File: src/rtl/core/ecal_pkg.sv
// Shared types, constants and tables for the epoch seconds to calendar converter
package ecal_pkg;

  // Field widths of the internal beats
  localparam int DOE_W = 18;  // day of 400-year era, 0..146096
  localparam int SOD_W = 17;  // second of day, 0..86399

  // Calendar constants
  localparam logic [SOD_W-1:0] DAY_LAST_SEC = 17'd86399;
  localparam int               DAY_ODD      = 675;     // 86400 = 675 * 128
  localparam int               DAY_LO_SHIFT = 7;
  localparam int               MARCH_SHIFT  = 719468;  // days from 0000-03-01 to 1970-01-01
  localparam int               ERA_DAYS     = 146097;
  localparam logic [DOE_W-1:0] ERA_LAST_DOE = 18'd146096;
  localparam int               UNIT_60      = 60;
  localparam int               YEAR_DAYS    = 365;
  localparam int               ERA_YEARS    = 400;
  localparam int               YEAR_BASE    = 1900;
  localparam int               WEEK_DAYS    = 7;
  localparam int               WDAY_SHIFT   = 3;       // doe 0 of any era is a Wednesday
  localparam logic [3:0]       MP_JAN       = 4'd10;   // March-based month of January

  // Latency from start to strobe
  localparam int PIPE_LATENCY = 14;

  // Exact reciprocals: floor(x / d) = (x * ceil(2^(n+s) / d)) >> (n+s), x < 2^n, 2^s >= d
  localparam logic [22:0] RCP_T675   = 23'(((64'd1 << 32) + 64'd674) / 64'd675);
  localparam logic [17:0] RCP_SOD60  = 18'(((64'd1 << 23) + 64'd59) / 64'd60);
  localparam logic [11:0] RCP_MIN60  = 12'(((64'd1 << 17) + 64'd59) / 64'd60);
  localparam logic [18:0] RCP_1460   = 19'(((64'd1 << 29) + 64'd1459) / 64'd1460);
  localparam logic [18:0] RCP_36524  = 19'(((64'd1 << 34) + 64'd36523) / 64'd36524);
  localparam logic [18:0] RCP_365    = 19'(((64'd1 << 27) + 64'd364) / 64'd365);
  localparam logic [18:0] RCP_WEEK   = 19'(((64'd1 << 21) + 64'd6) / 64'd7);
  localparam logic [9:0]  RCP_100    = 10'(((64'd1 << 16) + 64'd99) / 64'd100);
  localparam logic [11:0] RCP_153    = 12'(((64'd1 << 19) + 64'd152) / 64'd153);

  // Time of day
  typedef struct packed {
    logic [5:0] sec;
    logic [5:0] minute;
    logic [4:0] hour;
  } tod_t;

  // Beat from the era split to the civil date stages
  typedef struct packed {
    logic [15:0]      era;  // low 16 bits of the era number
    logic [DOE_W-1:0] doe;
    tod_t             tod;
  } era_beat_t;

  // Finished result beat
  typedef struct packed {
    tod_t        tod;
    logic [4:0]  mday;
    logic [3:0]  month;
    logic [15:0] year;
    logic [2:0]  wday;
  } cal_beat_t;

  // Days from March 1 to the first of a March-based month: (153 * mp + 2) / 5
  function automatic logic [8:0] month_offset(input logic [3:0] mp);
    logic [8:0] off;
    unique case (mp)
      4'd0:    off = 9'd0;
      4'd1:    off = 9'd31;
      4'd2:    off = 9'd61;
      4'd3:    off = 9'd92;
      4'd4:    off = 9'd122;
      4'd5:    off = 9'd153;
      4'd6:    off = 9'd184;
      4'd7:    off = 9'd214;
      4'd8:    off = 9'd245;
      4'd9:    off = 9'd275;
      4'd10:   off = 9'd306;
      4'd11:   off = 9'd337;
      default: off = 9'd0;
    endcase
    return off;
  endfunction

endpackage

File: src/rtl/core/ecal_day_split.sv
// Floor split of signed seconds into whole days and second of day (4 stages)
module ecal_day_split #(
  parameter int SECONDS_WIDTH = 40
) (
  input  logic                           clk,
  input  logic                           rst_n,
  input  logic                           in_valid,
  input  logic [SECONDS_WIDTH-1:0]       in_seconds,
  output logic                           out_valid,
  output logic signed [SECONDS_WIDTH-17:0] out_days,
  output logic [ecal_pkg::SOD_W-1:0]     out_sod
);
  import ecal_pkg::*;

  localparam int MAG_W  = SECONDS_WIDTH - 1;   // magnitude after folding the sign
  localparam int HI_W   = SECONDS_WIDTH - 20;  // upper digit of seconds / 128
  localparam int Q1_W   = HI_W - 9;            // upper digit of the day count
  localparam int DAYS_W = SECONDS_WIDTH - 16;
  localparam logic [HI_W:0] RCP_HI =
    (HI_W+1)'(((64'd1 << (HI_W + 10)) + 64'd674) / 64'd675);

  // Negative input: divide ~s, then quotient is ~q and remainder 86399 - r
  logic              neg;
  logic [MAG_W-1:0]  mag;
  logic [2*HI_W:0]   hi_prod;

  assign neg     = in_seconds[SECONDS_WIDTH-1];
  assign mag     = neg ? ~in_seconds[MAG_W-1:0] : in_seconds[MAG_W-1:0];
  assign hi_prod = (2*HI_W+1)'(mag[MAG_W-1:19]) * (2*HI_W+1)'(RCP_HI);

  // Stage 1: upper digit quotient
  logic             v1_r, neg1_r;
  logic [HI_W-1:0]  hi1_r;
  logic [11:0]      lo1_r;
  logic [DAY_LO_SHIFT-1:0] fr1_r;
  logic [Q1_W-1:0]  q1_1_r;

  always_ff @(posedge clk) begin
    if (!rst_n) begin
      v1_r <= 1'b0;
    end else begin
      v1_r <= in_valid;
    end
    neg1_r <= neg;
    hi1_r  <= mag[MAG_W-1:19];
    lo1_r  <= mag[18:7];
    fr1_r  <= mag[DAY_LO_SHIFT-1:0];
    q1_1_r <= hi_prod[2*HI_W:HI_W+10];
  end

  // Stage 2: upper digit remainder joins the lower digit
  logic [HI_W-1:0] r1;
  logic            v2_r, neg2_r;
  logic [21:0]     t2_r;
  logic [DAY_LO_SHIFT-1:0] fr2_r;
  logic [Q1_W-1:0] q1_2_r;

  assign r1 = HI_W'(hi1_r - HI_W'(q1_1_r) * HI_W'(DAY_ODD));

  always_ff @(posedge clk) begin
    if (!rst_n) begin
      v2_r <= 1'b0;
    end else begin
      v2_r <= v1_r;
    end
    neg2_r <= neg1_r;
    t2_r   <= {r1[9:0], lo1_r};
    fr2_r  <= fr1_r;
    q1_2_r <= q1_1_r;
  end

  // Stage 3: lower digit quotient
  logic [44:0] t_prod;
  logic        v3_r, neg3_r;
  logic [21:0] t3_r;
  logic [DAY_LO_SHIFT-1:0] fr3_r;
  logic [Q1_W-1:0] q1_3_r;
  logic [11:0] q2_3_r;

  assign t_prod = 45'(t2_r) * 45'(RCP_T675);

  always_ff @(posedge clk) begin
    if (!rst_n) begin
      v3_r <= 1'b0;
    end else begin
      v3_r <= v2_r;
    end
    neg3_r <= neg2_r;
    t3_r   <= t2_r;
    fr3_r  <= fr2_r;
    q1_3_r <= q1_2_r;
    q2_3_r <= t_prod[43:32];
  end

  // Stage 4: lower remainder, sign restore
  logic [21:0]       r2;
  logic [DAYS_W-1:0] days_mag;
  logic [SOD_W-1:0]  sod_mag;
  logic              v4_r;
  logic [DAYS_W-1:0] days4_r;
  logic [SOD_W-1:0]  sod4_r;

  assign r2       = 22'(t3_r - 22'(q2_3_r) * 22'(DAY_ODD));
  assign days_mag = {1'b0, q1_3_r, q2_3_r};
  assign sod_mag  = {r2[9:0], fr3_r};

  always_ff @(posedge clk) begin
    if (!rst_n) begin
      v4_r <= 1'b0;
    end else begin
      v4_r <= v3_r;
    end
    days4_r <= neg3_r ? ~days_mag : days_mag;
    sod4_r  <= neg3_r ? SOD_W'(DAY_LAST_SEC - sod_mag) : sod_mag;
  end

  assign out_valid = v4_r;
  assign out_days  = days4_r;
  assign out_sod   = sod4_r;

  // A wrong reciprocal shows up as a second of day past the end of the day
  a_sod_range: assert property (@(posedge clk) disable iff (!rst_n)
    out_valid |-> (out_sod <= DAY_LAST_SEC))
    else $error("ecal_day_split: second of day out of range");

endmodule

File: src/rtl/core/ecal_era_split.sv
// Day count to era and day of era, second of day to h:m:s (3 stages)
module ecal_era_split #(
  parameter int SECONDS_WIDTH = 40
) (
  input  logic                             clk,
  input  logic                             rst_n,
  input  logic                             in_valid,
  input  logic signed [SECONDS_WIDTH-17:0] in_days,
  input  logic [ecal_pkg::SOD_W-1:0]       in_sod,
  output logic                             out_valid,
  output ecal_pkg::era_beat_t              out_beat
);
  import ecal_pkg::*;

  localparam int Z_W  = (SECONDS_WIDTH - 15 > 22) ? SECONDS_WIDTH - 15 : 22;
  localparam int ZA_W = Z_W - 1;
  localparam int QE_W = ZA_W - 17;
  localparam logic [ZA_W:0] RCP_ERA =
    (ZA_W+1)'(((64'd1 << (ZA_W + 18)) + 64'd146096) / 64'd146097);

  // Shift day 0 to 0000-03-01 and fold the sign
  logic signed [Z_W-1:0] z;
  logic                  zneg;
  logic [ZA_W-1:0]       za;
  logic [34:0]           mt_prod;

  assign z       = Z_W'(in_days) + Z_W'(MARCH_SHIFT);
  assign zneg    = z[Z_W-1];
  assign za      = zneg ? ~z[ZA_W-1:0] : z[ZA_W-1:0];
  assign mt_prod = 35'(in_sod) * 35'(RCP_SOD60);

  // Stage 1: folded day count, minute of day
  logic            v1_r, zneg1_r;
  logic [ZA_W-1:0] za1_r;
  logic [SOD_W-1:0] sod1_r;
  logic [10:0]     mt1_r;

  always_ff @(posedge clk) begin
    if (!rst_n) begin
      v1_r <= 1'b0;
    end else begin
      v1_r <= in_valid;
    end
    zneg1_r <= zneg;
    za1_r   <= za;
    sod1_r  <= in_sod;
    mt1_r   <= mt_prod[33:23];
  end

  // Stage 2: era quotient, second and hour
  logic [2*ZA_W:0] era_prod;
  logic [SOD_W-1:0] sec_full;
  logic [22:0]     hr_prod;
  logic            v2_r, zneg2_r;
  logic [ZA_W-1:0] za2_r;
  logic [QE_W-1:0] qe2_r;
  logic [10:0]     mt2_r;
  logic [5:0]      sec2_r;
  logic [4:0]      hr2_r;

  assign era_prod = (2*ZA_W+1)'(za1_r) * (2*ZA_W+1)'(RCP_ERA);
  assign sec_full = SOD_W'(sod1_r - SOD_W'(mt1_r) * SOD_W'(UNIT_60));
  assign hr_prod  = 23'(mt1_r) * 23'(RCP_MIN60);

  always_ff @(posedge clk) begin
    if (!rst_n) begin
      v2_r <= 1'b0;
    end else begin
      v2_r <= v1_r;
    end
    zneg2_r <= zneg1_r;
    za2_r   <= za1_r;
    qe2_r   <= era_prod[2*ZA_W:ZA_W+18];
    mt2_r   <= mt1_r;
    sec2_r  <= sec_full[5:0];
    hr2_r   <= hr_prod[21:17];
  end

  // Stage 3: day of era, sign restore, minute
  logic [ZA_W-1:0] rz;
  logic [15:0]     qe16;
  logic [10:0]     min_full;
  logic            v3_r;
  era_beat_t       beat3_r;

  assign rz       = ZA_W'(za2_r - ZA_W'(qe2_r) * ZA_W'(ERA_DAYS));
  assign qe16     = 16'(qe2_r);
  assign min_full = 11'(mt2_r - 11'(hr2_r) * 11'(UNIT_60));

  always_ff @(posedge clk) begin
    if (!rst_n) begin
      v3_r <= 1'b0;
    end else begin
      v3_r <= v2_r;
    end
    beat3_r.era        <= zneg2_r ? ~qe16 : qe16;
    beat3_r.doe        <= zneg2_r ? DOE_W'(ERA_LAST_DOE - rz[DOE_W-1:0]) : rz[DOE_W-1:0];
    beat3_r.tod.sec    <= sec2_r;
    beat3_r.tod.minute <= min_full[5:0];
    beat3_r.tod.hour   <= hr2_r;
  end

  assign out_valid = v3_r;
  assign out_beat  = beat3_r;

  // Day of era must stay inside one 400-year cycle
  a_doe_range: assert property (@(posedge clk) disable iff (!rst_n)
    out_valid |-> (out_beat.doe <= ERA_LAST_DOE))
    else $error("ecal_era_split: day of era out of range");

endmodule

File: src/rtl/core/ecal_civil.sv
// Day of era to year, month, day and weekday (7 stages)
module ecal_civil (
  input  logic                clk,
  input  logic                rst_n,
  input  logic                in_valid,
  input  ecal_pkg::era_beat_t in_beat,
  output logic                out_valid,
  output ecal_pkg::cal_beat_t out_beat
);
  import ecal_pkg::*;

  // Stage 1: leap corrections and week quotient
  logic [DOE_W-1:0] dw;
  logic [36:0]      p1460, p36524, p7;
  logic             v1_r;
  era_beat_t        b1_r;
  logic [6:0]       q1460_1_r;
  logic [2:0]       q36524_1_r;
  logic [14:0]      qw1_r;

  assign dw     = DOE_W'(in_beat.doe + DOE_W'(WDAY_SHIFT));
  assign p1460  = 37'(in_beat.doe) * 37'(RCP_1460);
  assign p36524 = 37'(in_beat.doe) * 37'(RCP_36524);
  assign p7     = 37'(dw) * 37'(RCP_WEEK);

  always_ff @(posedge clk) begin
    if (!rst_n) begin
      v1_r <= 1'b0;
    end else begin
      v1_r <= in_valid;
    end
    b1_r       <= in_beat;
    q1460_1_r  <= p1460[35:29];
    q36524_1_r <= p36524[36:34];
    qw1_r      <= p7[35:21];
  end

  // Stage 2: leap-free day count, weekday
  logic [DOE_W-1:0] x;
  logic [DOE_W-1:0] wd_full;
  logic             v2_r;
  era_beat_t        b2_r;
  logic [DOE_W-1:0] x2_r;
  logic [2:0]       wd2_r;

  assign x = DOE_W'(b1_r.doe - DOE_W'(q1460_1_r) + DOE_W'(q36524_1_r)
             - DOE_W'(b1_r.doe == ERA_LAST_DOE));
  assign wd_full = DOE_W'(DOE_W'(b1_r.doe + DOE_W'(WDAY_SHIFT))
                   - DOE_W'(qw1_r) * DOE_W'(WEEK_DAYS));

  always_ff @(posedge clk) begin
    if (!rst_n) begin
      v2_r <= 1'b0;
    end else begin
      v2_r <= v1_r;
    end
    b2_r  <= b1_r;
    x2_r  <= x;
    wd2_r <= wd_full[2:0];
  end

  // Stage 3: year of era
  logic [36:0] py;
  logic        v3_r;
  era_beat_t   b3_r;
  logic [8:0]  yoe3_r;
  logic [2:0]  wd3_r;

  assign py = 37'(x2_r) * 37'(RCP_365);

  always_ff @(posedge clk) begin
    if (!rst_n) begin
      v3_r <= 1'b0;
    end else begin
      v3_r <= v2_r;
    end
    b3_r   <= b2_r;
    yoe3_r <= py[35:27];
    wd3_r  <= wd2_r;
  end

  // Stage 4: days before this year of era, base year
  logic [18:0]      p100;
  logic [DOE_W-1:0] k;
  logic [15:0]      ybase;
  logic             v4_r;
  logic [DOE_W-1:0] doe4_r;
  tod_t             tod4_r;
  logic [DOE_W-1:0] k4_r;
  logic [1:0]       y100_4_r;
  logic [15:0]      ybase4_r;
  logic [2:0]       wd4_r;

  assign p100  = 19'(yoe3_r) * 19'(RCP_100);
  assign k     = DOE_W'(DOE_W'(yoe3_r) * DOE_W'(YEAR_DAYS) + DOE_W'(yoe3_r[8:2]));
  assign ybase = 16'(16'(yoe3_r) + b3_r.era * 16'(ERA_YEARS) - 16'(YEAR_BASE));

  always_ff @(posedge clk) begin
    if (!rst_n) begin
      v4_r <= 1'b0;
    end else begin
      v4_r <= v3_r;
    end
    doe4_r   <= b3_r.doe;
    tod4_r   <= b3_r.tod;
    k4_r     <= k;
    y100_4_r <= p100[17:16];
    ybase4_r <= ybase;
    wd4_r    <= wd3_r;
  end

  // Stage 5: day of March-based year
  logic [DOE_W-1:0] doy_full;
  logic             v5_r;
  tod_t             tod5_r;
  logic [8:0]       doy5_r;
  logic [15:0]      ybase5_r;
  logic [2:0]       wd5_r;

  assign doy_full = DOE_W'(doe4_r - DOE_W'(k4_r - DOE_W'(y100_4_r)));

  always_ff @(posedge clk) begin
    if (!rst_n) begin
      v5_r <= 1'b0;
    end else begin
      v5_r <= v4_r;
    end
    tod5_r   <= tod4_r;
    doy5_r   <= doy_full[8:0];
    ybase5_r <= ybase4_r;
    wd5_r    <= wd4_r;
  end

  // Stage 6: March-based month
  logic [10:0] v153;
  logic [22:0] p153;
  logic        v6_r;
  tod_t        tod6_r;
  logic [8:0]  doy6_r;
  logic [3:0]  mp6_r;
  logic [15:0] ybase6_r;
  logic [2:0]  wd6_r;

  assign v153 = 11'(11'(doy5_r) * 11'd5 + 11'd2);
  assign p153 = 23'(v153) * 23'(RCP_153);

  always_ff @(posedge clk) begin
    if (!rst_n) begin
      v6_r <= 1'b0;
    end else begin
      v6_r <= v5_r;
    end
    tod6_r   <= tod5_r;
    doy6_r   <= doy5_r;
    mp6_r    <= p153[22:19];
    ybase6_r <= ybase5_r;
    wd6_r    <= wd5_r;
  end

  // Stage 7: day of month, January-based month, year carry
  logic [8:0] mday_full;
  logic       past_dec;
  logic       v7_r;
  cal_beat_t  out7_r;

  assign mday_full = 9'(doy6_r - month_offset(mp6_r) + 9'd1);
  assign past_dec  = (mp6_r >= MP_JAN);

  always_ff @(posedge clk) begin
    if (!rst_n) begin
      v7_r <= 1'b0;
    end else begin
      v7_r <= v6_r;
    end
    out7_r.tod   <= tod6_r;
    out7_r.mday  <= mday_full[4:0];
    out7_r.month <= past_dec ? 4'(mp6_r - MP_JAN) : 4'(mp6_r + 4'd2);
    out7_r.year  <= 16'(ybase6_r + 16'(past_dec));
    out7_r.wday  <= wd6_r;
  end

  assign out_valid = v7_r;
  assign out_beat  = out7_r;

endmodule

File: src/rtl/core/epoch_seconds_to_calendar.sv
// Top level of the epoch seconds to UTC calendar converter
// Converts a signed count of seconds since 1970-01-01 00:00:00 UTC into UTC
// second, minute, hour, day of month, month (0 is January), year minus 1900 and
// weekday (0 is Sunday) in the proleptic Gregorian calendar; negative counts
// fall on the correct earlier day. A timestamp is taken at every clock edge
// where start is high (busy is always low), and its result appears on the
// out_ ports with out_strobe high for one cycle, in order, after passing
// through the pipeline stages: 4 split seconds into days, 3 split days into
// 400-year eras alongside hour/minute/second, and 7 derive year, month, day
// and weekday. Results cannot be held off, so the receiver must take each
// strobe as it comes.
module epoch_seconds_to_calendar #(
  parameter int SECONDS_WIDTH = 40
) (
  input  logic                            clk,
  input  logic                            rst_n,
  input  logic                            start,
  output logic                            busy,
  input  logic signed [SECONDS_WIDTH-1:0] in_epoch_seconds,
  output logic                            out_strobe,
  output logic [5:0]                      out_second_of_minute,
  output logic [5:0]                      out_minute_of_hour,
  output logic [4:0]                      out_hour_of_day,
  output logic [4:0]                      out_day_of_month,
  output logic [3:0]                      out_month_index,
  output logic signed [15:0]              out_year_since_1900,
  output logic [2:0]                      out_weekday
);
  import ecal_pkg::*;

  logic                             accept;
  logic                             days_valid;
  logic signed [SECONDS_WIDTH-17:0] days;
  logic [SOD_W-1:0]                 sod;
  logic                             era_valid;
  era_beat_t                        era_beat;
  logic                             cal_valid;
  cal_beat_t                        cal_beat;

  // Fully pipelined: a beat can enter every cycle
  assign busy   = 1'b0;
  assign accept = start & ~busy;

  ecal_day_split #(
    .SECONDS_WIDTH(SECONDS_WIDTH)
  ) u_day_split (
    .clk        (clk),
    .rst_n      (rst_n),
    .in_valid   (accept),
    .in_seconds (in_epoch_seconds),
    .out_valid  (days_valid),
    .out_days   (days),
    .out_sod    (sod)
  );

  ecal_era_split #(
    .SECONDS_WIDTH(SECONDS_WIDTH)
  ) u_era_split (
    .clk       (clk),
    .rst_n     (rst_n),
    .in_valid  (days_valid),
    .in_days   (days),
    .in_sod    (sod),
    .out_valid (era_valid),
    .out_beat  (era_beat)
  );

  ecal_civil u_civil (
    .clk       (clk),
    .rst_n     (rst_n),
    .in_valid  (era_valid),
    .in_beat   (era_beat),
    .out_valid (cal_valid),
    .out_beat  (cal_beat)
  );

  // Result ports straight from the last pipeline register
  assign out_strobe           = cal_valid;
  assign out_second_of_minute = cal_beat.tod.sec;
  assign out_minute_of_hour   = cal_beat.tod.minute;
  assign out_hour_of_day      = cal_beat.tod.hour;
  assign out_day_of_month     = cal_beat.mday;
  assign out_month_index      = cal_beat.month;
  assign out_year_since_1900  = cal_beat.year;
  assign out_weekday          = cal_beat.wday;

  // Every result beat traces back to a start exactly one pipeline depth earlier
  a_latency: assert property (@(posedge clk) disable iff (!rst_n)
    out_strobe |-> $past(start, PIPE_LATENCY))
    else $error("epoch_seconds_to_calendar: strobe without matching start");

  // Calendar fields of a result beat stay legal together
  a_fields: assert property (@(posedge clk) disable iff (!rst_n)
    out_strobe |-> (out_month_index <= 4'd11) && (out_day_of_month != 5'd0)
                   && (out_weekday <= 3'd6) && (out_hour_of_day <= 5'd23))
    else $error("epoch_seconds_to_calendar: result field out of range");

endmodule

File: config.mk
export PLATFORM = sky130hd
export DESIGN_NAME = epoch_seconds_to_calendar
export DESIGN_NICKNAME = d
export VERILOG_FILES = /design/src/rtl/core/ecal_pkg.sv /design/src/rtl/core/ecal_day_split.sv /design/src/rtl/core/ecal_era_split.sv /design/src/rtl/core/ecal_civil.sv /design/src/rtl/core/epoch_seconds_to_calendar.sv
export SDC_FILE = /design/constraint.sdc
export NUM_CORES = 2
export LEC_CHECK = 0
export BUFFER_PORTS_ARGS = -buffer_cell sky130_fd_sc_hd__buf_4
export CORE_UTILIZATION = 42
export CTS_CLUSTER_SIZE = 30
export DETAILED_ROUTE_END_ITERATION = 7
export SETUP_SLACK_MARGIN = 0.1
export SLEW_MARGIN = 40
export SYNTH_ARGS = -nofsm -noshare
export SYNTH_HDL_FRONTEND = slang
export SYNTH_SLANG_ARGS = --single-unit
File: constraint.sdc
create_clock -name clk -period 12.25 [get_ports clk]
set_input_delay 0.6125 -clock clk [delete_from_list [all_inputs] [get_ports clk]]
set_output_delay 0.6125 -clock clk [all_outputs]
set_load 0.01 [all_outputs]
After elaboration in Yosys (flattened, before gate mapping)
Memory sizes are Yosys's and may differ from the RTL's. A register that Yosys moved wholly into a read port is not among the register bits.
Cells that the tools add are included.

word-level totals
  register bits after elaboration = 698
  input bits = 43
  memories kept = 1
  bits in read-only memories = 144
  output and inout bits = 47
  word-level logic and storage cells = 156

cells by class
  $lt $le $gt $ge = 1
  muxes and demuxes = 7
  bitwise operators = 4
  $mul = 20
  equality and inequality tests = 1
  add/subtract/negate cells = 25

memories
  memory            words  width  read ports  clocked after Yosys merged registers in  wr ports  RTL line        RTL
  (name not given)  16     9      1           1                                        0         ecal_pkg.sv:63  unique case (mp)

operators by type and width
  kind                                                                    number
  18-bit by 16-bit multiplier with 33-bit output (second input constant)  2
  24-bit by 24-bit multiplier with 48-bit output (second input constant)  1
  22-bit by 23-bit multiplier with 44-bit output (second input constant)  1
  20-bit by 21-bit multiplier with 41-bit output (second input constant)  1
  39-bit 2-to-1 mux                                                       1
  39-bit NOT                                                              1
  18-bit by 19-bit multiplier with 37-bit output (second input constant)  1
  18-bit by 18-bit multiplier with 35-bit output (second input constant)  1
  17-bit by 18-bit multiplier with 34-bit output (second input constant)  1
  24-bit by 21-bit adder with 25-bit output (second input constant)       1
  24-bit 2-to-1 mux                                                       1
  23-bit NOT with 24-bit output                                           1
  24-bit NOT                                                              1
  11-bit by 12-bit multiplier with 23-bit output (second input constant)  1
  23-bit 2-to-1 mux                                                       1
  11-bit by 12-bit multiplier with 22-bit output (second input constant)  1
  10-bit subtractor                                                       2
  18-bit by 2-bit adder with 18-bit output (second input constant)        1
  18-bit by 3-bit adder with 18-bit output                                1
  18-bit equality test (second input constant)                            1
  7-bit by 18-bit multiplier with 18-bit output (second input constant)   1
  18-bit 2-to-1 mux                                                       1
  18-bit by 1-bit subtractor with 18-bit output                           1
  18-bit subtractor                                                       1
  31 further kinds                                                        32

Depth between registers and ports, before layout
  depth after elaboration = 4
  mapped depth = 34
  gate-level depth less buffers = 34

Hierarchy
Synthesis repeated with hierarchy kept, for this count alone.

unflattened totals
  cells, all modules = 6,683
  area total of the unflattened synthesis = 71,783.8 um2

by module, submodules not included
  module                     seq. area each (um2)  instances  cells each  area an instance (um2)
  ecal_civil                 7,447.1               1          2,922       32,519.9
  ecal_day_split             3,363.2               1          1,891       19,892.8
  ecal_era_split             2,622.5               1          1,868       19,359.8
  epoch_seconds_to_calendar  0.0                   1          2           11.3

Worst setup path before layout
Ideal clock, no wire load.

  path kind = input-to-reg
  start point = input port in_epoch_seconds[39]
  end point = register u_day_split.q1_1_r[9]
  path slack = 4.314 ns
  library setup time = 0.118 ns
  data required time = 12.132 ns
  buffers on the path = 4
  data arrival time = 7.818 ns
  stages on the path = 25
  cell sequence = clkbuf_1 > buf_1 > buf_1 > buf_1 > xor2_1 > inv_1 > fa_1 > inv_1 > fa_1 > fa_1 > inv_1 > fa_1 > fa_1 > fa_1 > ha_1 > ha_1 > and3_1 > nand4_1 > nor4_1 > o221ai_1 > o211ai_1 > nand3_1 > nand3b_1 > a21oi_1 > xnor2_1

on the way
  longest elaborated chain between the ends = 2

ends and longest elaborated chain
  element                                         RTL line                         RTL
  from (decl)                                     epoch_seconds_to_calendar.sv:19  input logic signed [SECONDS_WIDTH-1:0] in_epoch_seconds,
  39-bit 2-to-1 mux                               ecal_day_split.sv:28             assign mag = neg ? ~in_seconds[MAG_W-1:0] : in_seconds[MAG_W-1:0];
  20-bit by 21-bit multiplier with 41-bit output  ecal_day_split.sv:29             assign hi_prod = (2*HI_W+1)'(mag[MAG_W-1:19]) * (2*HI_W+1)'(RCP_HI);
  named net u_day_split.hi_prod[39]               ecal_day_split.sv:25             logic [2*HI_W:0] hi_prod;
  to (signal assigned)                            ecal_day_split.sv:48             q1_1_r <= hi_prod[2*HI_W:HI_W+10];
  to (decl)                                       ecal_day_split.sv:36             logic [Q1_W-1:0] q1_1_r;

The timed path passes the listed nets, and every way through them passes these cells.
A chain may end at the register's enable or synchronous reset.

==> metrics.csv <==
stage;metric;value;unit
status;status;complete, no violations;
sta;whs;112.3;ps
sta;rsz0062_at_grt;false;
global_route;grt_first_pass_wirelength;235.0;mm
synth;ys_warn_count;0;
layout;drive_above_1_share;4.141;%
sta;skew;41.59;ps
die;fp.dieW;411.7;um
global_route;track_usage;17.46;%
layout;syn_to_final_growth;8.921;%
clocking;cts_inserted_buffers;75;
critical_path;endpoint_kind;flip-flop;
sta;maxSlewViolCount;0;
synth;avgSynthCellArea;10.78;um^2
sta;fin_crit_sh;62.05;%
layout;nFillCells;15536;
critical_path;critPathSlowestCell;fa_1;
sta;relSlewSlack;43.55;%
sta;fmax;131.6;MHz
sta;fin_setup_tns;0;ps
sta;tightest_slew;843.9;ps
sta;report.final.setup_viol;0;
clocking;cts_tree;yes;
layout;nNetsFinal;9401;
die;ios;90;
sta;final_hold_viol_count;0;
die;fp.coreArea;166800;um^2
critical_path;crit_top_cell;ha_1;
clocking;clk_latency;690;ps
critical_path;path_class;reg2reg;
synth;synth-edff-count;0;
synth;syn-instance-count;6542;
die;start_util;42.26;%
synth;syn_area;70510;um^2
sta;layout_min_cycle_time;7602;ps
die;rows;150;
synth;syn_nets;9243;
synth;ys_types;74;
clocking;clk_pin_slew;60;ps
synth;ys_ff_latch;659;
critical_path;critPathLaunchType;flip-flop;
detailed_routing;avgRoutedWirePerCell;15.71;um
clocking;cts.sinks;659;
placed_design;place_congestion;0.9045;
clocking;cts_max_level;3;
placed_design;dp_hpwl;121.4;mm
global_route;antenna_found_initial;3;
synth;ys_seq_area_share;18.71;%
global_route;grt_start_max_net_pins;43;
synth;async_reset_ff_share;0;%
die;dieArea;169500;um^2
detailed_routing;post_drt_via_cell_ratio;4.716;
clocking;post_cts_buffers;0;
clocking;hold_buffers;0;
detailed_routing;routed-via-count;42286;
detailed_routing;drt-initial-drc-count;1623;
detailed_routing;antenna_left;0;
min_path;hp-class;in2reg;
clocking;max-clock-path-buffers;3;
global_route;grt_pass1_vias;45507;
detailed_routing;dr.pass1.iters;5;
job;maxCapViolations;0;
die;die_h;411.7;um
clocking;root_buffer;clkbuf_16;
critical_path;cp_max_fo;6;
detailed_routing;routed_wl;140.9;mm
global_route;gr-total-overflow;0;
critical_path;max_stage_delay;540;ps
critical_path;cp.arrival;8180;ps
clocking;post_cts_resized;0;
detailed_routing;drc;0;
critical_path;required;12830;ps
placed_design;io_buffer_count;88;
synth;synthFlopType;dfxtp_1;
## metal layers
| metal | global-route usage [%] | up-vias | share of wire, % |
|---|---|---|---|
| met5 | 0 | - | 0 |
| met4 | 4.192 | 0 | 2.1 |
| met3 | 2.723 | 171 | 3.8 |
| met2 | 29.04 | 541 | 47 |
| met1 | 23.69 | 20635 | 47 |
| li1 | - | 20939 | - |
## cells in the final DEF (no fill, tap or decap), types with 11 or more instances in the layout
cell	count
inv_1	1719
ha_1	1659
fa_1	999
dfxtp_1	653
xnor2_1	262
xor2_1	173
a21oi_1	149
nor2_1	116
a21o_1	111
buf_4	108
nand2_1	100
o21ai_0	89
clkbuf_16	76
nand3_1	46
nand4_1	33
nor3_1	33
and3_1	28
o21bai_1	27
o21a_1	26
and2_1	26
nand2b_1	21
a211oi_1	20
a31oi_1	19
nor2b_1	18
o211ai_1	15
or2_2	15
bufinv_16	15
or3_1	11
clkinvlp_4	11
## stage by stage
step	instances	utilization (%)	worst slack (ps)	cell area, um^2
3_3_place_gp	8827	44.34	4697	73980
3_5_place_dp	8827	44.35	4537	73990
5_1_grt	8966	46.03	4069	76800
2_1_floorplan	6542	-	4314	70510
6_report	8967	46.03	4648	76800
4_1_cts	8965	46.02	4614	76790
## worst max-delay path, delay by kind of cell (launching register included)
family          cells  cell delay, ps
fa+ha+maj           9            3360
compound gates     14            2530
mux                 2             330
flops               1             420
buf+inv             4             340
xor+xnor            1             310
simple gates        2             200
## cell type report
| class | instances | area (um^2) | area share (%) |
|---|---|---|---|
| Tap cell | 2204 | 2758 | 3.591 |
| Antenna cell | 2 | 5.005 | 0.006517 |
| Clock buffer | 93 | 2056 | 2.677 |
| Multi-Input combinational cell | 4137 | 50780 | 66.12 |
| Timing Repair Buffer | 108 | 810.8 | 1.056 |
| Clock inverter | 45 | 740.7 | 0.9645 |
| Sequential cell | 659 | 13200 | 17.19 |
| Inverter | 1719 | 6452 | 8.402 |
## worst paths after layout
| path | startpoint | endpoint | slack [ps] | cells after the start |
|---|---|---|---|---|
| min | in_epoch_seconds[9] | u_day_split.lo1_r[2] | 110 | 2 |
| min reg2reg | u_day_split.q1_2_r[9] | u_day_split.q1_3_r[9] | 310 | 0 |
| max | u_civil.doy5_r[1] | flip-flop | 4650 | 32 |
| max reg2reg | u_civil.doy5_r[1] | flip-flop | 4650 | 32 |
## logic make-up (layout without fill, tap and decap cells)
logic type	after synthesis	after routing	synth area share, %
other cells	1	3	0.005318
buf+inv	1746	1965	9.300
compound gates	547	547	5.093
mux	6	6	0.08695
xor+xnor	437	437	5.448
simple gates	488	488	3.553
flops	659	659	18.71
fa+ha+maj	2658	2658	57.80
## synth_stat cells (6+ instances only)
library cell,count,area [um^2]
a31oi_1,19,118.9
nand3_1,46,230.2
and2_1,26,162.7
a21oi_1,149,745.7
a21o_1,111,833.3
nand2b_1,21,131.4
xor2_1,173,1515
dfxtp_1,659,13190
o211ai_1,15,112.6
ha_1,1659,20760
o2111ai_1,6,52.55
nand2_1,100,375.4
inv_1,1719,6452
o21bai_1,27,202.7
a21boi_0,8,60.06
fa_1,999,20000
nand4_1,33,206.5
or2_2,15,93.84
a211oi_1,20,150.1
nor3b_1,7,52.55
or3_1,11,68.82
nor3_1,33,165.2
o31ai_1,10,75.07
nor2_1,116,435.4
clkbuf_1,21,78.83
nor2b_1,18,112.6
o21ai_0,89,445.4
xnor2_1,263,2303
and4_1,6,52.55
and3_1,28,175.2
nor4_1,8,50.05
a31o_2,10,87.58
o21a_1,26,195.2
## flip-flops by register name (all words and copies together), names as in the netlist, 11 cells and up, named ones only
signal                cells
u_civil.out_beat         45
u_civil.b1_r             43
u_era_split.out_beat     43
u_civil.b2_r             34
u_civil.b3_r             34
u_day_split.out_days     24
u_era_split.za1_r        24
u_day_split.t2_r         22
u_civil.x2_r             18
u_era_split.za2_r        18
u_civil.tod4_r           17
u_civil.tod5_r           17
u_civil.tod6_r           17
u_day_split.out_sod      17
u_civil.ybase4_r         16
u_civil.ybase5_r         16
u_civil.ybase6_r         16
u_day_split.lo1_r        12
u_day_split.q2_3_r       12
u_day_split.q1_1_r       11
u_day_split.q1_2_r       11
u_day_split.q1_3_r       11
u_era_split.mt1_r        11
Power is not shown: default switching activity piles up to over one toggle a cycle in this logic, so the estimate is an artifact.
